$ cat src/rtl/tt_pkg.sv
// Shared types and constants for the triangle tangent block.
// Word layouts, internal widths and handshake structs; no dependencies.
`default_nettype none

package tt_pkg;

    localparam int WORD_W = 32;            // Q16.16 word
    localparam int FRAC_W = 16;            // fraction bits of a Q16.16 word
    localparam int DIFF_W = WORD_W + 1;    // exact difference of two words
    localparam int PROD_W = 2 * DIFF_W;    // exact product of two differences
    localparam int ACC_W  = PROD_W + 1;    // difference of two products
    localparam int CNT_W  = $clog2(WORD_W);

    localparam logic [WORD_W-1:0] Q_MAX_POS = {1'b0, {(WORD_W-1){1'b1}}};
    localparam logic [WORD_W-1:0] Q_MIN_MAG = {1'b1, {(WORD_W-1){1'b0}}};

    typedef struct packed {
        logic signed [WORD_W-1:0] pos_x;
        logic signed [WORD_W-1:0] pos_y;
        logic signed [WORD_W-1:0] pos_z;
        logic signed [WORD_W-1:0] tex_u;
        logic signed [WORD_W-1:0] tex_v;
    } vtx_word_t;

    typedef struct packed {
        logic signed [WORD_W-1:0] tangent_x;
        logic signed [WORD_W-1:0] tangent_y;
        logic signed [WORD_W-1:0] tangent_z;
        logic                     degenerate;
    } tan_word_t;

    typedef struct packed {
        logic signed [DIFF_W-1:0] a;
        logic signed [DIFF_W-1:0] b;
    } mul_req_t;

    typedef struct packed {
        logic                    start;
        logic signed [ACC_W-1:0] num;
        logic signed [ACC_W-1:0] den;
    } div_req_t;

    typedef struct packed {
        logic                     done;
        logic signed [WORD_W-1:0] quo;
    } div_rsp_t;

    function automatic logic signed [DIFF_W-1:0] sdiff(
        input logic signed [WORD_W-1:0] a,
        input logic signed [WORD_W-1:0] b
    );
        return {a[WORD_W-1], a} - {b[WORD_W-1], b};
    endfunction

endpackage

`default_nettype wire

$ cat src/rtl/tt_mul.sv
// Shared signed multiplier with a registered product.
// Depends on tt_pkg for the operand struct and widths.
`default_nettype none

module tt_mul (
    input  logic                            clk,
    input  tt_pkg::mul_req_t                req,
    output logic signed [tt_pkg::PROD_W-1:0] prod
);
    import tt_pkg::*;

    logic signed [PROD_W-1:0] prod_reg;

    always_ff @(posedge clk)
    begin
        prod_reg <= PROD_W'(req.a * req.b);
    end

    assign prod = prod_reg;

endmodule

`default_nettype wire

$ cat config.mk
export PLATFORM = sky130hd
export DESIGN_NAME = tt_mul
export DESIGN_NICKNAME = d
export VERILOG_FILES = /design/src/rtl/tt_pkg.sv /design/src/rtl/tt_mul.sv
export SDC_FILE = /design/constraint.sdc
export NUM_CORES = 2
export LEC_CHECK = 0
export ABC_AREA = 1
export BUFFER_PORTS_ARGS = -buffer_cell sky130_fd_sc_hd__buf_4
export CAP_MARGIN = 25
export CORE_UTILIZATION = 51
export CTS_CLUSTER_SIZE = 10
export DETAILED_ROUTE_END_ITERATION = 7
export PLACE_DENSITY = 0.67
export SLEW_MARGIN = 20
export SYNTH_ARGS = -nofsm -noshare
export SYNTH_HDL_FRONTEND = slang
export SYNTH_SLANG_ARGS = --single-unit
$ cat constraint.sdc
create_clock -name clk -period 10.83 [get_ports clk]
set_input_delay 1.083 -clock clk [delete_from_list [all_inputs] [get_ports clk]]
set_output_delay 1.083 -clock clk [all_outputs]
set_load 0.005 [all_outputs]
Yosys cells after proc, flatten, opt, wreduce, memory -nomap -nowiden
Cells that the tools add are included.
- multiply operators: 1
- operator list (cell ; number):
    $mul 33x33->66 ; 1
- input bits: 67
- output and inout bits: 66
- logic and storage cells: 2
- bits in registers: 66

Longest topological paths before layout
- depth after elaboration: 1
- mapped depth: 34
- gate-level depth less buffers: 32

Least setup slack after synthesis
No wires, ideal clock.
- kind: input-to-reg
- start: input req[65] (netlist name)
- end: register prod_reg[60], in the netlist prod[60]
- data arrival time: 7.726 ns
- setup time: 0.113 ns
- cell stages on the path: 23
- slack: 2.991 ns
- buffers on the path: 2
- required time: 10.717 ns
- cell sequence: clkbuf_1 -> clkbuf_1 -> nand2_1 -> inv_1 -> fa_1 -> fa_1 -> fa_1 -> fa_1 -> inv_1 -> fa_1 -> fa_1 -> fa_1 -> fa_1 -> inv_1 -> ha_1 -> nand2_1 -> nor2_1 -> inv_1 -> nor3_1 -> nand2_1 -> and2_0 -> nand4_1 -> nand2_1
- word-level cells in the longest chain between the ends: 1
- RTL lines (what ; line ; text):
    start: declaration ; tt_mul.sv:7 ; input tt_pkg::mul_req_t req,
    $mul 33x33->66 ; tt_mul.sv:16 ; prod_reg <= PROD_W'(req.a * req.b);
    end signal: assignment ; tt_mul.sv:16 ;
    end: declaration ; tt_mul.sv:12 ; logic signed [PROD_W-1:0] prod_reg;
Every way passes these cells.

Final worst setup path
- start: input req[65] (netlist name)
- end: register prod_reg[64], in the netlist prod[64]
The elaborated chain is that of the path after synthesis.

==> impl_metrics.csv <==
group,metric,value,unit
floorplan,die_x,293,um
synth,synth_seq_cells,66,
synth,synth.distinct_cells,35,
sta,period_share,75.9,%
cells_and_area,layout_common_cells,"inv_1 (1893), nand2_1 (1517), fa_1 (1145)",
sta,setup_viol,0,
setup_path,path_max_fanout,33,
sta,slew_headroom,35.8,%
clock_network,cts_tree,"built",
clock_network,postCtsSetupBuffers,0,
floorplan,core,83700,um2
synth,synth_seq_area_share,3.06,%
route,postRouteWirelength,115000,um
synth,synthFlopType,"dfxtp_1",
route,drc_errors,0,
floorplan,fp-row-count,106,
route,routedWlPerCell,17.5,um
cells_and_area,largest_reg_flops,66,
clock_network,root_buffer,"clkbuf_16",
floorplan,die_area,85800,um2
sta,maxSlewViolCount,0,
route,viasPerCell,4.97,
cells_and_area,utilization,53.8,%
clock_network,cts_num_sinks,66,
clock_network,cts.path.max_buffers,2,
setup_path,critPathArrivalTime,8.47,ns
outcome,outcome,"finished, final reports clean",
clock_network,clkTransAtPathRegs,0.07,ns
floorplan,fp.dieH,293,um
synth,synth_fp_nets,6972,
setup_path,start_kind,"input port",
floorplan,initial_utilization,51.6,%
sta,hold_viol,0,
route,ant_nets,0,
clock_network,cts_hold_buf,0,
cells_and_area,fin_nets,6856,
clock_network,numCtsBuffers,9,
route,vias,32666,
hold_path,hold_class,"input port to flip-flop",
cells_and_area,final_area,45000,um2
sta,setup_tns,0,ns
cells_and_area,layout_commonest_cell,"inv_1",
flow_run,drv_cap,0,
setup_path,critPathKind,"input port to flip-flop",
sta,grt_setup_unrepaired,"false",
placement,dp.cells,6550,
placement,dpl-instance-area,44600,um2
synth,syn_inst,5543,
sta,fmax,122,MHz
global_routing,grt_pass1_wl,190000,um
setup_path,crit_required,11.08,ns
global_routing,grt-ovfl-total,0,
global_routing,antenna_found_initial,6,
placement,dp_hpwl,97500,um
placement,gp_congestion,0.955,
cells_and_area,syn_to_final_growth,4.20,%
floorplan,ioPinCount,133,
synth,synth_enable_flop_cells,0,
route,drt-pass1-iter-count,7,
cells_and_area,final_cells,6567,
sta,worst_slew_pin_slew,0.962,ns
synth,postSynthAreaPerCell,7.79,um2
cells_and_area,drive_gt1_share,3.92,%
setup_path,worst_setup_path_end_kind,"flip-flop",
global_routing,grt_pass1_vias,35662,
clock_network,h-tree-depth,3,
placement,port_buffers,132,
route,drtIter0Drc,2117,
global_routing,grt_max_degree,35,
global_routing,grt_use_total,28.4,%
synth,synthesis.area,43200,um2
synth,synth-async-reset-ratio,0,%
clock_network,cts.repair.resized,0,
sta,fin_crit,8.22,ns
synth,yosysWarnings,0,
## worst max-delay path, cell delays in order
cell and delay [ns]:
buf_4 0.34, nand2_1 0.15, inv_1 0.16, fa_1 0.49, fa_1 0.63, fa_1 0.68
fa_1 1.23, fa_1 0.58, fa_1 0.50, fa_1 0.49, inv_1 0.05, fa_1 0.47
inv_1 0.04, ha_1 0.43, nand2_1 0.15, nor2_1 0.25, nand2_1 0.16, nor4_1 0.29
nand2_1 0.11, nand3_1 0.09, nand2_1 0.06
## kinds of logic after synthesis
group | synth area share (%)
adder cells (fa/ha/maj) | 59.4
flip-flops | 3.06
XOR/XNOR | 0.832
AO/OA/AOI/OAI | 1.38
AND/OR/NAND/NOR | 16.6
buffers and inverters | 18.8
## stage by stage
step                hold slack (ns)  setup WS, ns
floorplan                      1.35          2.99
global placement               1.46          2.30
detailed placement             1.46          2.27
CTS                            1.27          2.60
global route                   1.29          2.12
finish                         1.27          2.61
## final cells by class
type | count | area, um2
Clock buffer | 9 | 225
Fill cell | 7941 | 38700
Antenna cell | 1 | 2.50
Sequential cell | 66 | 1320
Clock inverter | 7 | 124
Multi-Input combinational cell | 3319 | 33800
Timing Repair Buffer | 136 | 1030
Tap cell | 1134 | 1420
Inverter | 1895 | 7110
## cell usage after synthesis (4+ instances only)
| cell type | instances | share of area, % |
|---|---|---|
| ha_1 | 217 | 6.3 |
| nor2_1 | 131 | 1.1 |
| xnor2_1 | 4 | 0.081 |
| or2_2 | 5 | 0.072 |
| nor2_2 | 20 | 0.29 |
| dfxtp_1 | 66 | 3.1 |
| nand4_1 | 19 | 0.28 |
| nand3_1 | 70 | 0.81 |
| nand2_2 | 17 | 0.25 |
| nor4_1 | 4 | 0.058 |
| a21oi_2 | 4 | 0.081 |
| clkbuf_1 | 262 | 2.3 |
| nor3_1 | 7 | 0.081 |
| o21ai_0 | 19 | 0.22 |
| xor2_1 | 37 | 0.75 |
| nand2_1 | 1517 | 13 |
| a21oi_1 | 61 | 0.71 |
| nand3_2 | 8 | 0.19 |
| inv_1 | 1894 | 16 |
| fa_1 | 1145 | 53 |
| o21bai_1 | 14 | 0.24 |
## per-layer routing
layer	global-route usage, %	vias to the layer above	wire, um
met5	0	-	55
met4	7.14	10	3260
met3	2.90	215	6860
met2	51.9	1041	59500
met1	35.9	16657	45400
li1	-	14743	-
## worst paths after layout
path                    start                to  slack, ns  cells after the start
worst max-delay path  req[65]  prod[64]$_DFF_P_       2.61                     21
worst min-delay path   req[0]   prod[0]$_DFF_P_       1.27                      3
Power is left out: the tool's default activity adds up to more than one toggle a clock period on the data nets, which glitch-free logic cannot reach.
