$ cat src/rtl/tt_pkg.sv
// Shared types and constants for the triangle tangent block.
// Word layouts, internal widths and handshake structs; no dependencies.
`default_nettype none

package tt_pkg;

    localparam int WORD_W = 32;            // Q16.16 word
    localparam int FRAC_W = 16;            // fraction bits of a Q16.16 word
    localparam int DIFF_W = WORD_W + 1;    // exact difference of two words
    localparam int PROD_W = 2 * DIFF_W;    // exact product of two differences
    localparam int ACC_W  = PROD_W + 1;    // difference of two products
    localparam int CNT_W  = $clog2(WORD_W);

    localparam logic [WORD_W-1:0] Q_MAX_POS = {1'b0, {(WORD_W-1){1'b1}}};
    localparam logic [WORD_W-1:0] Q_MIN_MAG = {1'b1, {(WORD_W-1){1'b0}}};

    typedef struct packed {
        logic signed [WORD_W-1:0] pos_x;
        logic signed [WORD_W-1:0] pos_y;
        logic signed [WORD_W-1:0] pos_z;
        logic signed [WORD_W-1:0] tex_u;
        logic signed [WORD_W-1:0] tex_v;
    } vtx_word_t;

    typedef struct packed {
        logic signed [WORD_W-1:0] tangent_x;
        logic signed [WORD_W-1:0] tangent_y;
        logic signed [WORD_W-1:0] tangent_z;
        logic                     degenerate;
    } tan_word_t;

    typedef struct packed {
        logic signed [DIFF_W-1:0] a;
        logic signed [DIFF_W-1:0] b;
    } mul_req_t;

    typedef struct packed {
        logic                    start;
        logic signed [ACC_W-1:0] num;
        logic signed [ACC_W-1:0] den;
    } div_req_t;

    typedef struct packed {
        logic                     done;
        logic signed [WORD_W-1:0] quo;
    } div_rsp_t;

    function automatic logic signed [DIFF_W-1:0] sdiff(
        input logic signed [WORD_W-1:0] a,
        input logic signed [WORD_W-1:0] b
    );
        return {a[WORD_W-1], a} - {b[WORD_W-1], b};
    endfunction

endpackage

`default_nettype wire

$ cat src/rtl/tt_div.sv
// Restoring divider: (num * 2^16) / den, truncated, saturated to a Q16.16 word.
// One quotient bit per cycle after an overflow check. Depends on tt_pkg.
`default_nettype none

module tt_div (
    input  logic             clk,
    input  logic             rst_n,
    input  tt_pkg::div_req_t req,
    output tt_pkg::div_rsp_t rsp
);
    import tt_pkg::*;

    typedef enum logic [1:0] {D_IDLE, D_CHECK, D_ITER, D_FIX} dstate_t;

    dstate_t            state_reg;
    logic [CNT_W-1:0]   cnt_reg;
    logic               done_reg;
    logic               neg_reg;
    logic               sat_reg;
    logic [ACC_W-1:0]   nmag_reg;
    logic [ACC_W-1:0]   dmag_reg;
    logic [ACC_W-1:0]   rem_reg;
    logic [WORD_W-1:0]  sh_reg;
    logic [WORD_W-1:0]  q_reg;
    logic [WORD_W-1:0]  quo_reg;

    logic [ACC_W-1:0]   num_mag;
    logic [ACC_W-1:0]   den_mag;
    logic               sat_check;
    logic [ACC_W:0]     shifted;
    logic [ACC_W+1:0]   trial;
    logic               fits;
    logic [WORD_W-1:0]  limit;
    logic [WORD_W-1:0]  mag;

    assign num_mag = req.num[ACC_W-1] ? ACC_W'(-req.num) : ACC_W'(req.num);
    assign den_mag = req.den[ACC_W-1] ? ACC_W'(-req.den) : ACC_W'(req.den);

    // quotient >= 2^32 exactly when (num >> 16) >= den
    assign sat_check = {{FRAC_W{1'b0}}, nmag_reg[ACC_W-1:FRAC_W]} >= dmag_reg;

    assign shifted = {rem_reg, sh_reg[WORD_W-1]};
    assign trial   = {1'b0, shifted} - {2'b00, dmag_reg};
    assign fits    = !trial[ACC_W+1];

    assign limit = neg_reg ? Q_MIN_MAG : Q_MAX_POS;
    assign mag   = (sat_reg || (q_reg > limit)) ? limit : q_reg;

    always_ff @(posedge clk or negedge rst_n)
    begin
        if (!rst_n)
        begin
            state_reg <= D_IDLE;
            cnt_reg   <= '0;
            done_reg  <= 1'b0;
        end
        else
        begin
            done_reg <= (state_reg == D_FIX);
            case (state_reg)
                D_IDLE:
                begin
                    if (req.start)
                        state_reg <= D_CHECK;
                end
                D_CHECK:
                begin
                    cnt_reg   <= CNT_W'(WORD_W - 1);
                    state_reg <= sat_check ? D_FIX : D_ITER;
                end
                D_ITER:
                begin
                    if (cnt_reg == '0)
                        state_reg <= D_FIX;
                    else
                        cnt_reg <= cnt_reg - 1'b1;
                end
                D_FIX:
                begin
                    state_reg <= D_IDLE;
                end
                default:
                    state_reg <= D_IDLE;
            endcase
        end
    end

    always_ff @(posedge clk)
    begin
        if (state_reg == D_IDLE && req.start)
        begin
            neg_reg  <= req.num[ACC_W-1] ^ req.den[ACC_W-1];
            nmag_reg <= num_mag;
            dmag_reg <= den_mag;
        end
        if (state_reg == D_CHECK)
        begin
            sat_reg <= sat_check;
            rem_reg <= {{FRAC_W{1'b0}}, nmag_reg[ACC_W-1:FRAC_W]};
            sh_reg  <= {nmag_reg[FRAC_W-1:0], {(WORD_W-FRAC_W){1'b0}}};
            q_reg   <= '0;
        end
        if (state_reg == D_ITER)
        begin
            rem_reg <= fits ? trial[ACC_W-1:0] : shifted[ACC_W-1:0];
            sh_reg  <= {sh_reg[WORD_W-2:0], 1'b0};
            q_reg   <= {q_reg[WORD_W-2:0], fits};
        end
        if (state_reg == D_FIX)
            quo_reg <= neg_reg ? WORD_W'(-mag) : mag;
    end

    assign rsp.done = done_reg;
    assign rsp.quo  = quo_reg;

`ifndef SYNTHESIS
    a_start_idle: assert property (@(posedge clk) disable iff (!rst_n)
        req.start |-> state_reg == D_IDLE)
        else $error("divider started while busy");

    a_fix_done: assert property (@(posedge clk) disable iff (!rst_n)
        state_reg == D_FIX |=> rsp.done && state_reg == D_IDLE)
        else $error("divider finish not signaled");
`endif

endmodule

`default_nettype wire

$ cat config.mk
export PLATFORM = sky130hd
export DESIGN_NAME = tt_div
export DESIGN_NICKNAME = d
export VERILOG_FILES = /design/src/rtl/tt_pkg.sv /design/src/rtl/tt_div.sv
export SDC_FILE = /design/constraint.sdc
export NUM_CORES = 1
export LEC_CHECK = 0
export ABC_AREA = 1
export BUFFER_PORTS_ARGS = -buffer_cell sky130_fd_sc_hd__buf_2
export CAP_MARGIN = 30
export CELL_PAD_IN_SITES_DETAIL_PLACEMENT = 1
export CELL_PAD_IN_SITES_GLOBAL_PLACEMENT = 1
export CORE_ASPECT_RATIO = 1.25
export CORE_MARGIN = 5
export CORE_UTILIZATION = 32
export DETAILED_ROUTE_END_ITERATION = 12
export GPL_ROUTABILITY_DRIVEN = 0
export PLACE_DENSITY = 0.7
export SYNTH_ARGS = -nofsm -noshare
export SYNTH_HDL_FRONTEND = slang
export SYNTH_SLANG_ARGS = --single-unit
$ cat constraint.sdc
create_clock -name clk -period 6.4 [get_ports clk]
set_input_delay 1.6 -clock clk [delete_from_list [all_inputs] [get_ports clk]]
set_output_delay 1.6 -clock clk [all_outputs]
set_load 0.03 [all_outputs]
Word level (Yosys, flattened, before mapping)
Index checks and enable logic that the tools add are counted.
{"block": "op_classes", "n_addsub": 5, "n_lt_le_gt_ge": 2, "eq_ne": 6, "muxes": 18, "bitwise": 1, "reduce_logical": 8}
{"cell": "$mux 32", "count": 7}
{"cell": "$mux 67", "count": 3}
{"cell": "$neg 67->67", "count": 2}
{"cell": "$mux 66", "count": 2}
{"cell": "$sub 68x67->69", "count": 1}
{"cell": "$ge 51x67->1", "count": 1}
{"cell": "$gt 32x32->1", "count": 1}
{"cell": "$neg 32->32", "count": 1}
{"cell": "$pmux 5 s2", "count": 1}
{"cell": "$pmux 2 s4", "count": 1}
{"cell": "$ne 2x2->1 const B", "count": 3}
{"cell": "$logic_not 5->1", "count": 1}
{"cell": "$mux 5", "count": 1}
{"cell": "$sub 5x1->5 const B", "count": 1}
{"cell": "$eq 2x2->1 const B", "count": 2}
{"cell": "$mux 2", "count": 2}
{"cell": "$reduce_and 2->1", "count": 2}
{"cell": "$eq 2x1->1 const B", "count": 1}
{"cell": "$logic_not 2->1", "count": 1}
{"cell": "$reduce_bool 2->1", "count": 1}
{"cell": "$logic_and 1x1->1", "count": 1}
{"cell": "$logic_not 1->1", "count": 1}
{"cell": "$logic_or 1x1->1", "count": 1}
{"cell": "$mux 1", "count": 1}
{"cell": "$xor 1x1->1", "count": 1}
{"block": "totals", "regBits": 291, "input_bits": 137, "out_inout_bits": 33}

Depth between registers and ports, before layout
Gate-level depths: netlist (run 1).
{"block": "logic_depth", "word_depth": 6, "depth_mapped": 31, "mapped_depth_nobuf": 28}

Worst setup path before layout (run 1)
Ideal clock, no wire load.
{"block": "synth_path", "path_type": "input to register", "from": "input port req[134] (netlist name)", "to": "register dmag_reg[0], enable pin", "arrival_time_ps": 4244, "required_time_ps": 5912, "setup_slack_ps": 1668, "path_stages": 2, "path_cell_list": "nand2_1 inv_1"}
{"block": "synth_between", "elab_chain_len": 1}
{"element": "from (decl)", "line": "tt_div.sv:8", "source": "input tt_pkg::div_req_t req,"}
{"element": "$logic_and 1x1->1", "line": "tt_div.sv:90", "source": "if (state_reg == D_IDLE && req.start)"}
{"element": "to (signal assigned)", "line": "tt_div.sv:94", "source": "dmag_reg <= den_mag;"}
{"element": "to (decl)", "line": "tt_div.sv:21", "source": "logic [ACC_W-1:0] dmag_reg;"}
No other way between the ends.
A chain may end at the register's enable or synchronous reset.

Worst setup path in the final report (run 1)
{"block": "layout_path", "from": "register neg_reg", "to": "register quo_reg[26] (data pin)"}
{"block": "layout_between", "elab_chain_len": 6}
{"element": "from (decl)", "line": "tt_div.sv:18", "source": "logic neg_reg;"}
{"element": "from (signal assigned)", "line": "tt_div.sv:92", "source": "neg_reg <= req.num[ACC_W-1] ^ req.den[ACC_W-1];"}
{"element": "$mux 32 *", "line": "tt_div.sv:46", "source": "assign limit = neg_reg ? Q_MIN_MAG : Q_MAX_POS;"}
{"element": "$gt 32x32->1", "line": "tt_div.sv:47", "source": "assign mag = (sat_reg || (q_reg > limit)) ? limit : q_reg;"}
{"element": "$logic_or 1x1->1", "line": "tt_div.sv:47"}
{"element": "$mux 32 *", "line": "tt_div.sv:47"}
{"element": "named net mag[0]", "line": "tt_div.sv:34", "source": "logic [WORD_W-1:0] mag;"}
{"element": "$neg 32->32 *", "line": "tt_div.sv:110", "source": "quo_reg <= neg_reg ? WORD_W'(-mag) : mag;"}
{"element": "$mux 32 *", "line": "tt_div.sv:110"}
{"element": "to (signal assigned)", "line": "tt_div.sv:110"}
{"element": "to (decl)", "line": "tt_div.sv:25", "source": "logic [WORD_W-1:0] quo_reg;"}
The timed path passes the listed nets; every way through them passes the cells marked *.

==> flow_metrics.tcl, run 1 <==
set metrics [dict create \
    cts-resized-gates 0 \
    met3_usage_pct 2.05 \
    switching_share_pct 48.4 \
    maxSlewHeadroom_pct 37.5 \
    synthFlopType "edfxtp_1" \
    via_per_inst 5.01 \
    ys_ff_latch 291 \
    drv_slew 0 \
    finalSetupViolations 0 \
    synth_cell_types 61 \
    grt_pass1_vias 22100 \
    avgSynthCellArea_sq_um 7.73 \
    via_count 20500 \
    synth-warning-count 0 \
    fp.dieH_um 309 \
    clk_path_buf_depth 3 \
    p_leak_nw 11.4 \
    worstMarginPinSlew_ps 937 \
    area_growth_pct 13.5 \
    core_sq_mm 0.0709 \
    status "completed" \
    cts_setup_buffers 0 \
    synthTopCellsByArea "edfxtp_1, nand2_1, ha_1, inv_1, nor2_1" \
    post-dp-hpwl_mm 62.6 \
    rsz0062_at_grt "false" \
    cts_buffers 37 \
    fin_nets 3427 \
    critPathLaunchType "register" \
    met2_usage_pct 36.8 \
    async_flop_share_pct 2.75 \
    power_switching_mw 6.11 \
    netlist_top_cells_count "nand2_1, inv_1, nor2_1" \
    synth.most_common_cell "nand2_1" \
    antenna_found_initial 2 \
    seq_area_frac_synth_pct 37.9 \
    p_int_mw 6.50 \
    rows 109 \
    fin_skew_ps 32.9 \
    drt-total-wl_mm 76.8 \
    diodes 0 \
    die_w_um 250 \
    clkPwrFrac_pct 16.6 \
    start_util_pct 32.4 \
    clkSinkCount 291 \
    cp.required_ps 6700 \
    drv_cap 0 \
    combPwrFrac_pct 54.9 \
    holdBufCountCts 0 \
    syn_area_sq_mm 0.0229 \
    synth_top_cell_area_share_pct 37.0 \
    busiest_layer "met2" \
    finalPower_mw 12.6 \
    arrival_ps 4990 \
    cts_tree "done" \
    dr.pass1.iters 7 \
    fin_setup_tns_ps 0 \
    grt_max_degree 95 \
    clkLatencyLatePin_ps 580 \
    max_freq_mhz 213 \
    wl_per_cell_um 18.7 \
    postSynthCellCount 2970 \
    ant_nets 0 \
    peakVddDrop_mv 0.337 \
    cts_root_buffer "clkbuf_16" \
    clk_pin_slew_worst_paths_ps 60 \
    hold_class "register to register" \
    power_per_cell_area_mw_per_mm2 484 \
    period_share_pct 73.3 \
    grt_usage_pct 19.4 \
    syn-num-nets 3268 \
    fill_cells 8864 \
    synth_enable_flop_cells 283 \
    overflow 0 \
    multi_input_area_sq_mm 0.0125 \
    endpoint_kind "register" \
    hold_violations 0 \
    grt_pass1_wl_mm 120 \
    register_area_sq_mm 0.00870 \
    port_buffers 169 \
    h-tree-depth 2 \
    stdcell_area_sq_mm 0.0260 \
    crit_type "register to register" \
    final.setup.worst_slack_ps 1710 \
    drc 0 \
    path_max_fanout 54 \
    dieArea_sq_mm 0.0772 \
    globalRouteMet1Util_pct 22.7 \
    post-route-min-period_ps 4690 \
    seqPwrFrac_pct 28.5 \
    dr.first_iter.drc_count 1020 \
    post-synth-top-area-cell "edfxtp_1" \
    placed_cell_area_sq_mm 0.0248 \
    drive_gt1_share_pct 10.8 \
    dp_slack_ps 1730 \
    io_pins 170 \
]
-- cell type report --
| cell class | count | share of cell area [%] |
|---|---|---|
| Clock inverter | 23 | 0.918 |
| Tap cell | 943 | 4.53 |
| Clock buffer | 43 | 3.68 |
| Inverter | 403 | 5.83 |
| Sequential cell | 291 | 33.4 |
| Timing Repair Buffer | 184 | 3.81 |
| Multi-Input combinational cell | 2212 | 47.8 |
-- stage by stage --
| step | std cells | util [%] | hold slack [ps] |
|---|---|---|---|
| 5_1_grt | 4099 | 36.7 | 535 |
| 3_3_place_gp | 4032 | 35.0 | 476 |
| 2_1_floorplan | 2970 | - | 454 |
| 6_report | 4099 | 36.7 | 504 |
| 4_1_cts | 4099 | 36.7 | 511 |
| 3_5_place_dp | 4033 | 35.0 | 498 |
-- power groups by stage --
stage | clock (mW) | sequential (mW) | combinational (mW)
6_report | 2.09 | 3.59 | 6.92
5_1_grt | 2.23 | 3.67 | 7.77
3_5_place_dp | 0 | 3.63 | 6.91
3_3_place_gp | 0 | 3.61 | 6.78
4_1_cts | 2.15 | 3.60 | 6.97
2_1_floorplan | 0 | 3.67 | 4.84
-- path summary, 6_finish.rpt --
| kind | start | to | slack (ps) | depth (start not counted) |
|---|---|---|---|---|
| min in group asynchronous | rst_n | cnt_reg[0] | 880 | 1 |
| hold / removal | cnt_reg[0] | cnt_reg[0] | 500 | 1 |
| max in group asynchronous | rst_n | cnt_reg[2] | 5340 | 1 |
| hold reg to reg | cnt_reg[0] | cnt_reg[0] | 500 | 1 |
| setup / recovery | neg_reg | quo_reg[26] | 1710 | 23 |
| setup reg to reg | neg_reg | quo_reg[26] | 1710 | 23 |
-- per-layer routing --
metal	vias to the layer above	part of all wire, %
met5	-	0
met1	9787	42
met2	383	52
met3	143	3.0
met4	0	3.6
li1	10200	-
-- placed cells by master (no fill, tap or decap), types with 5 or more instances in the layout --
cell / netlist / routed
inv_2: 10 / 10
clkbuf_16: 0 / 37
nor2_1: 372 / 372
nor3_1: 40 / 40
o21bai_1: 11 / 11
clkinv_1: 0 / 5
o21ai_0: 169 / 169
o21a_1: 17 / 17
buf_4: 2 / 13
buf_2: 22 / 169
xnor2_1: 84 / 84
dfrtp_1: 8 / 8
clkinv_2: 0 / 5
a21oi_1: 206 / 206
o21ai_1: 21 / 21
a21o_1: 12 / 12
nand2_1: 651 / 651
nand3_2: 18 / 18
nand3_1: 126 / 125
ha_1: 160 / 158
nor4_1: 27 / 27
nand2_2: 10 / 10
inv_1: 393 / 391
edfxtp_1: 283 / 283
inv_6: 0 / 5
o21ai_2: 6 / 6
a31oi_1: 29 / 29
o211ai_1: 15 / 15
nor2_2: 23 / 23
clkbuf_1: 23 / 5
nand3b_1: 5 / 5
xor2_1: 99 / 99
nand4_1: 52 / 52
-- logic make-up after synthesis --
family                   Yosys count  synth area share, %
flip-flops                       291                 37.9
adder cells (fa/ha/maj)          161                 8.81
buffers and inverters            467                 7.95
XOR/XNOR                         183                 6.98
AND/OR/NAND/NOR                 1350                 25.6
AO/OA/AOI/OAI                    518                 12.8
-- worst max-delay path, stage by stage, from the launching register on --
cell	delay, ps
edfxtp_1	780
buf_4	420
inv_2	210
ha_1	360
a21oi_1	160
o21a_1	140
nand2_1	60
a21oi_2	120
nand2_2	80
nand2_4	320
nand2_4	130
nand2_8	300
nand2_1	200
inv_1	100
ha_1	190
nand2_1	70
nor2_1	130
nand3_2	160
nor2_1	190
nand2_1	80
nand2_1	70
nand2_1	50
nand2_1	50
nand2_1	50
Note: power is estimated with default switching activity, not from simulation.
==> inputs of run 2 (changes only) <==
Settings changed: PLACE_DENSITY 0.7 to 0.72.
Clock period 6.4 ns to 4.2 ns, I/O delays scaled along.
==> flow_metrics.tcl, run 2 (synthesis gave the netlist of run 1 again) <==
set metrics [dict create \
    via_count 20700 \
    fin_nets 3441 \
    arrival_ps 3930 \
    switching_share_pct 47.5 \
    core_sq_mm 0.0709 \
    maxSlewHeadroom_pct 43.9 \
    endpoint_kind "register" \
    crit_type "register to register" \
    drc 0 \
    combPwrFrac_pct 54.6 \
    critPathLaunchType "register" \
    clkSinkCount 291 \
    mostFrequentLayoutCell "nand2_1" \
    start_util_pct 32.4 \
    grt_max_degree 72 \
    clkLatencyLatePin_ps 580 \
    worstMarginPinSlew_ps 842 \
    stdcell_area_sq_mm 0.0263 \
    path_cells "buf_4 > ha_1 > nand2_1 > nand2_1 > nand2_1 > nand2_1 > nand2_1 > nand3_1 > a21oi_2 > nand2_2 > nand2_4 > nand2_4 > nand2_8 > buf_4 > nand3_1 > nor2_2 > nand2_2 > nor2_2 > nand2_1 > nand2_1 > nand2_1 > nand2_1 > nand2_1" \
    p_int_mw 10.3 \
    globalRouteMet1Util_pct 22.6 \
    cts-resized-gates 0 \
    cts_setup_buffers 0 \
    finalSetupViolations 0 \
    ant_nets 0 \
    antenna_found_initial 1 \
    fin_util_pct 37.0 \
    p_leak_nw 11.5 \
    seqPwrFrac_pct 27.9 \
    holdBufCountCts 0 \
    post-dp-hpwl_mm 62.8 \
    clk_path_buf_depth 3 \
    power_per_cell_area_mw_per_mm2 743 \
    path_common_cell "nand2_1" \
    peakVddDrop_mv 0.375 \
    status "completed" \
    period_share_pct 86.5 \
    dr.pass1.iters 4 \
    area_growth_pct 14.4 \
    busiest_layer "met2" \
    io_pins 170 \
    clkPwrFrac_pct 17.5 \
    drive_gt1_share_pct 11.2 \
    clk_pin_slew_worst_paths_ps 60 \
    power_switching_mw 9.26 \
    layout_common_cells "nand2_1, inv_1, nor2_1, edfxtp_1, a21oi_1" \
    h-tree-depth 2 \
    r2r_slack_ps 570 \
    post-route-min-period_ps 3630 \
    hold_class "input port to asynchronous set/reset pin" \
    critPathTopFamily "simple AND/OR/NAND/NOR gates" \
    grt_usage_pct 19.4 \
    path_depth 23 \
    cts_root_buffer "clkbuf_16" \
    max_freq_mhz 275 \
    grt_pass1_vias 21900 \
    cp.buffers_inverters 2 \
    drt-total-wl_mm 76.7 \
    dieArea_sq_mm 0.0772 \
    die_w_um 250 \
    hold_violations 0 \
    wl_per_cell_um 18.6 \
    fin_setup_tns_ps 0 \
    max_stage_delay_ps 390 \
    overflow 0 \
    cts_buffers 37 \
    grt_pass1_wl_mm 120 \
    drv_slew 0 \
    r2r_cells 23 \
    path_max_fanout 38 \
    fp.dieH_um 309 \
    rows 109 \
    placed_cell_area_sq_mm 0.0250 \
    met3_usage_pct 1.99 \
    fin_skew_ps 29.9 \
    port_buffers 169 \
    dr.first_iter.drc_count 1073 \
    rsz0062_at_grt "false" \
    cts_tree "done" \
    slowest_stage "buf_4" \
    cp.required_ps 4500 \
    drv_cap 0 \
    via_per_inst 5.03 \
    finalPower_mw 19.5 \
    reg2reg_from "neg_reg" \
    met2_usage_pct 36.4 \
    reg2reg_to "quo_reg[22]" \
]
run 2: cell count changes in the layout (fill, tap and decap cells not counted), sizes merged:
cell,delta
buf,+14
bufinv,+4
inv,-3
clkinvlp,-2
clkbuf,+1
clkinv,+1
diode,+1
run 2: final cells by class:
class | instances | area [sq um]
fill | 8834 | 44700
multi-input combinational | 2212 | 12500
sequential | 291 | 8700
inverter | 403 | 1520
tap | 943 | 1180
timing repair buffer | 198 | 1110
clock buffer | 44 | 972
clock inverter | 23 | 324
antenna | 1 | 2.50
run 2: power groups by stage:
| stage | sequential (mW) | combinational, mW | clock (mW) |
|---|---|---|---|
| after floorplan | 5.55 | 7.34 | 0 |
| after global placement | 5.48 | 10.5 | 0 |
| after detailed placement | 5.50 | 10.6 | 0 |
| after CTS | 5.46 | 10.7 | 3.50 |
| after global routing | 5.57 | 11.9 | 3.64 |
| final | 5.45 | 10.7 | 3.41 |
run 2: worst max path at each step:
stage                   from     endpoint  slack [ps]
finish               neg_reg  quo_reg[22]         570
global route         neg_reg  quo_reg[22]         190
CTS                  neg_reg  quo_reg[22]         520
detailed placement   neg_reg  quo_reg[22]         540
global placement     neg_reg  quo_reg[22]         610
floorplan           req[134]  dmag_reg[0]          20
run 2: routing by layer:
metal / vias up / wire length, um
met3: 139 / 2290
met1: 9906 / 31700
met4: 0 / 3310
met2: 373 / 39400
met5: - / 0
li1: 10300 / -
run 2: through the flow:
step	cells	hold slack (ps)	setup WS (ps)
after floorplan	2970	454	18.4
after detailed placement	4047	488	542
after CTS	4114	326	516
final	4115	349	567
after global routing	4115	340	194
after global placement	4047	476	605
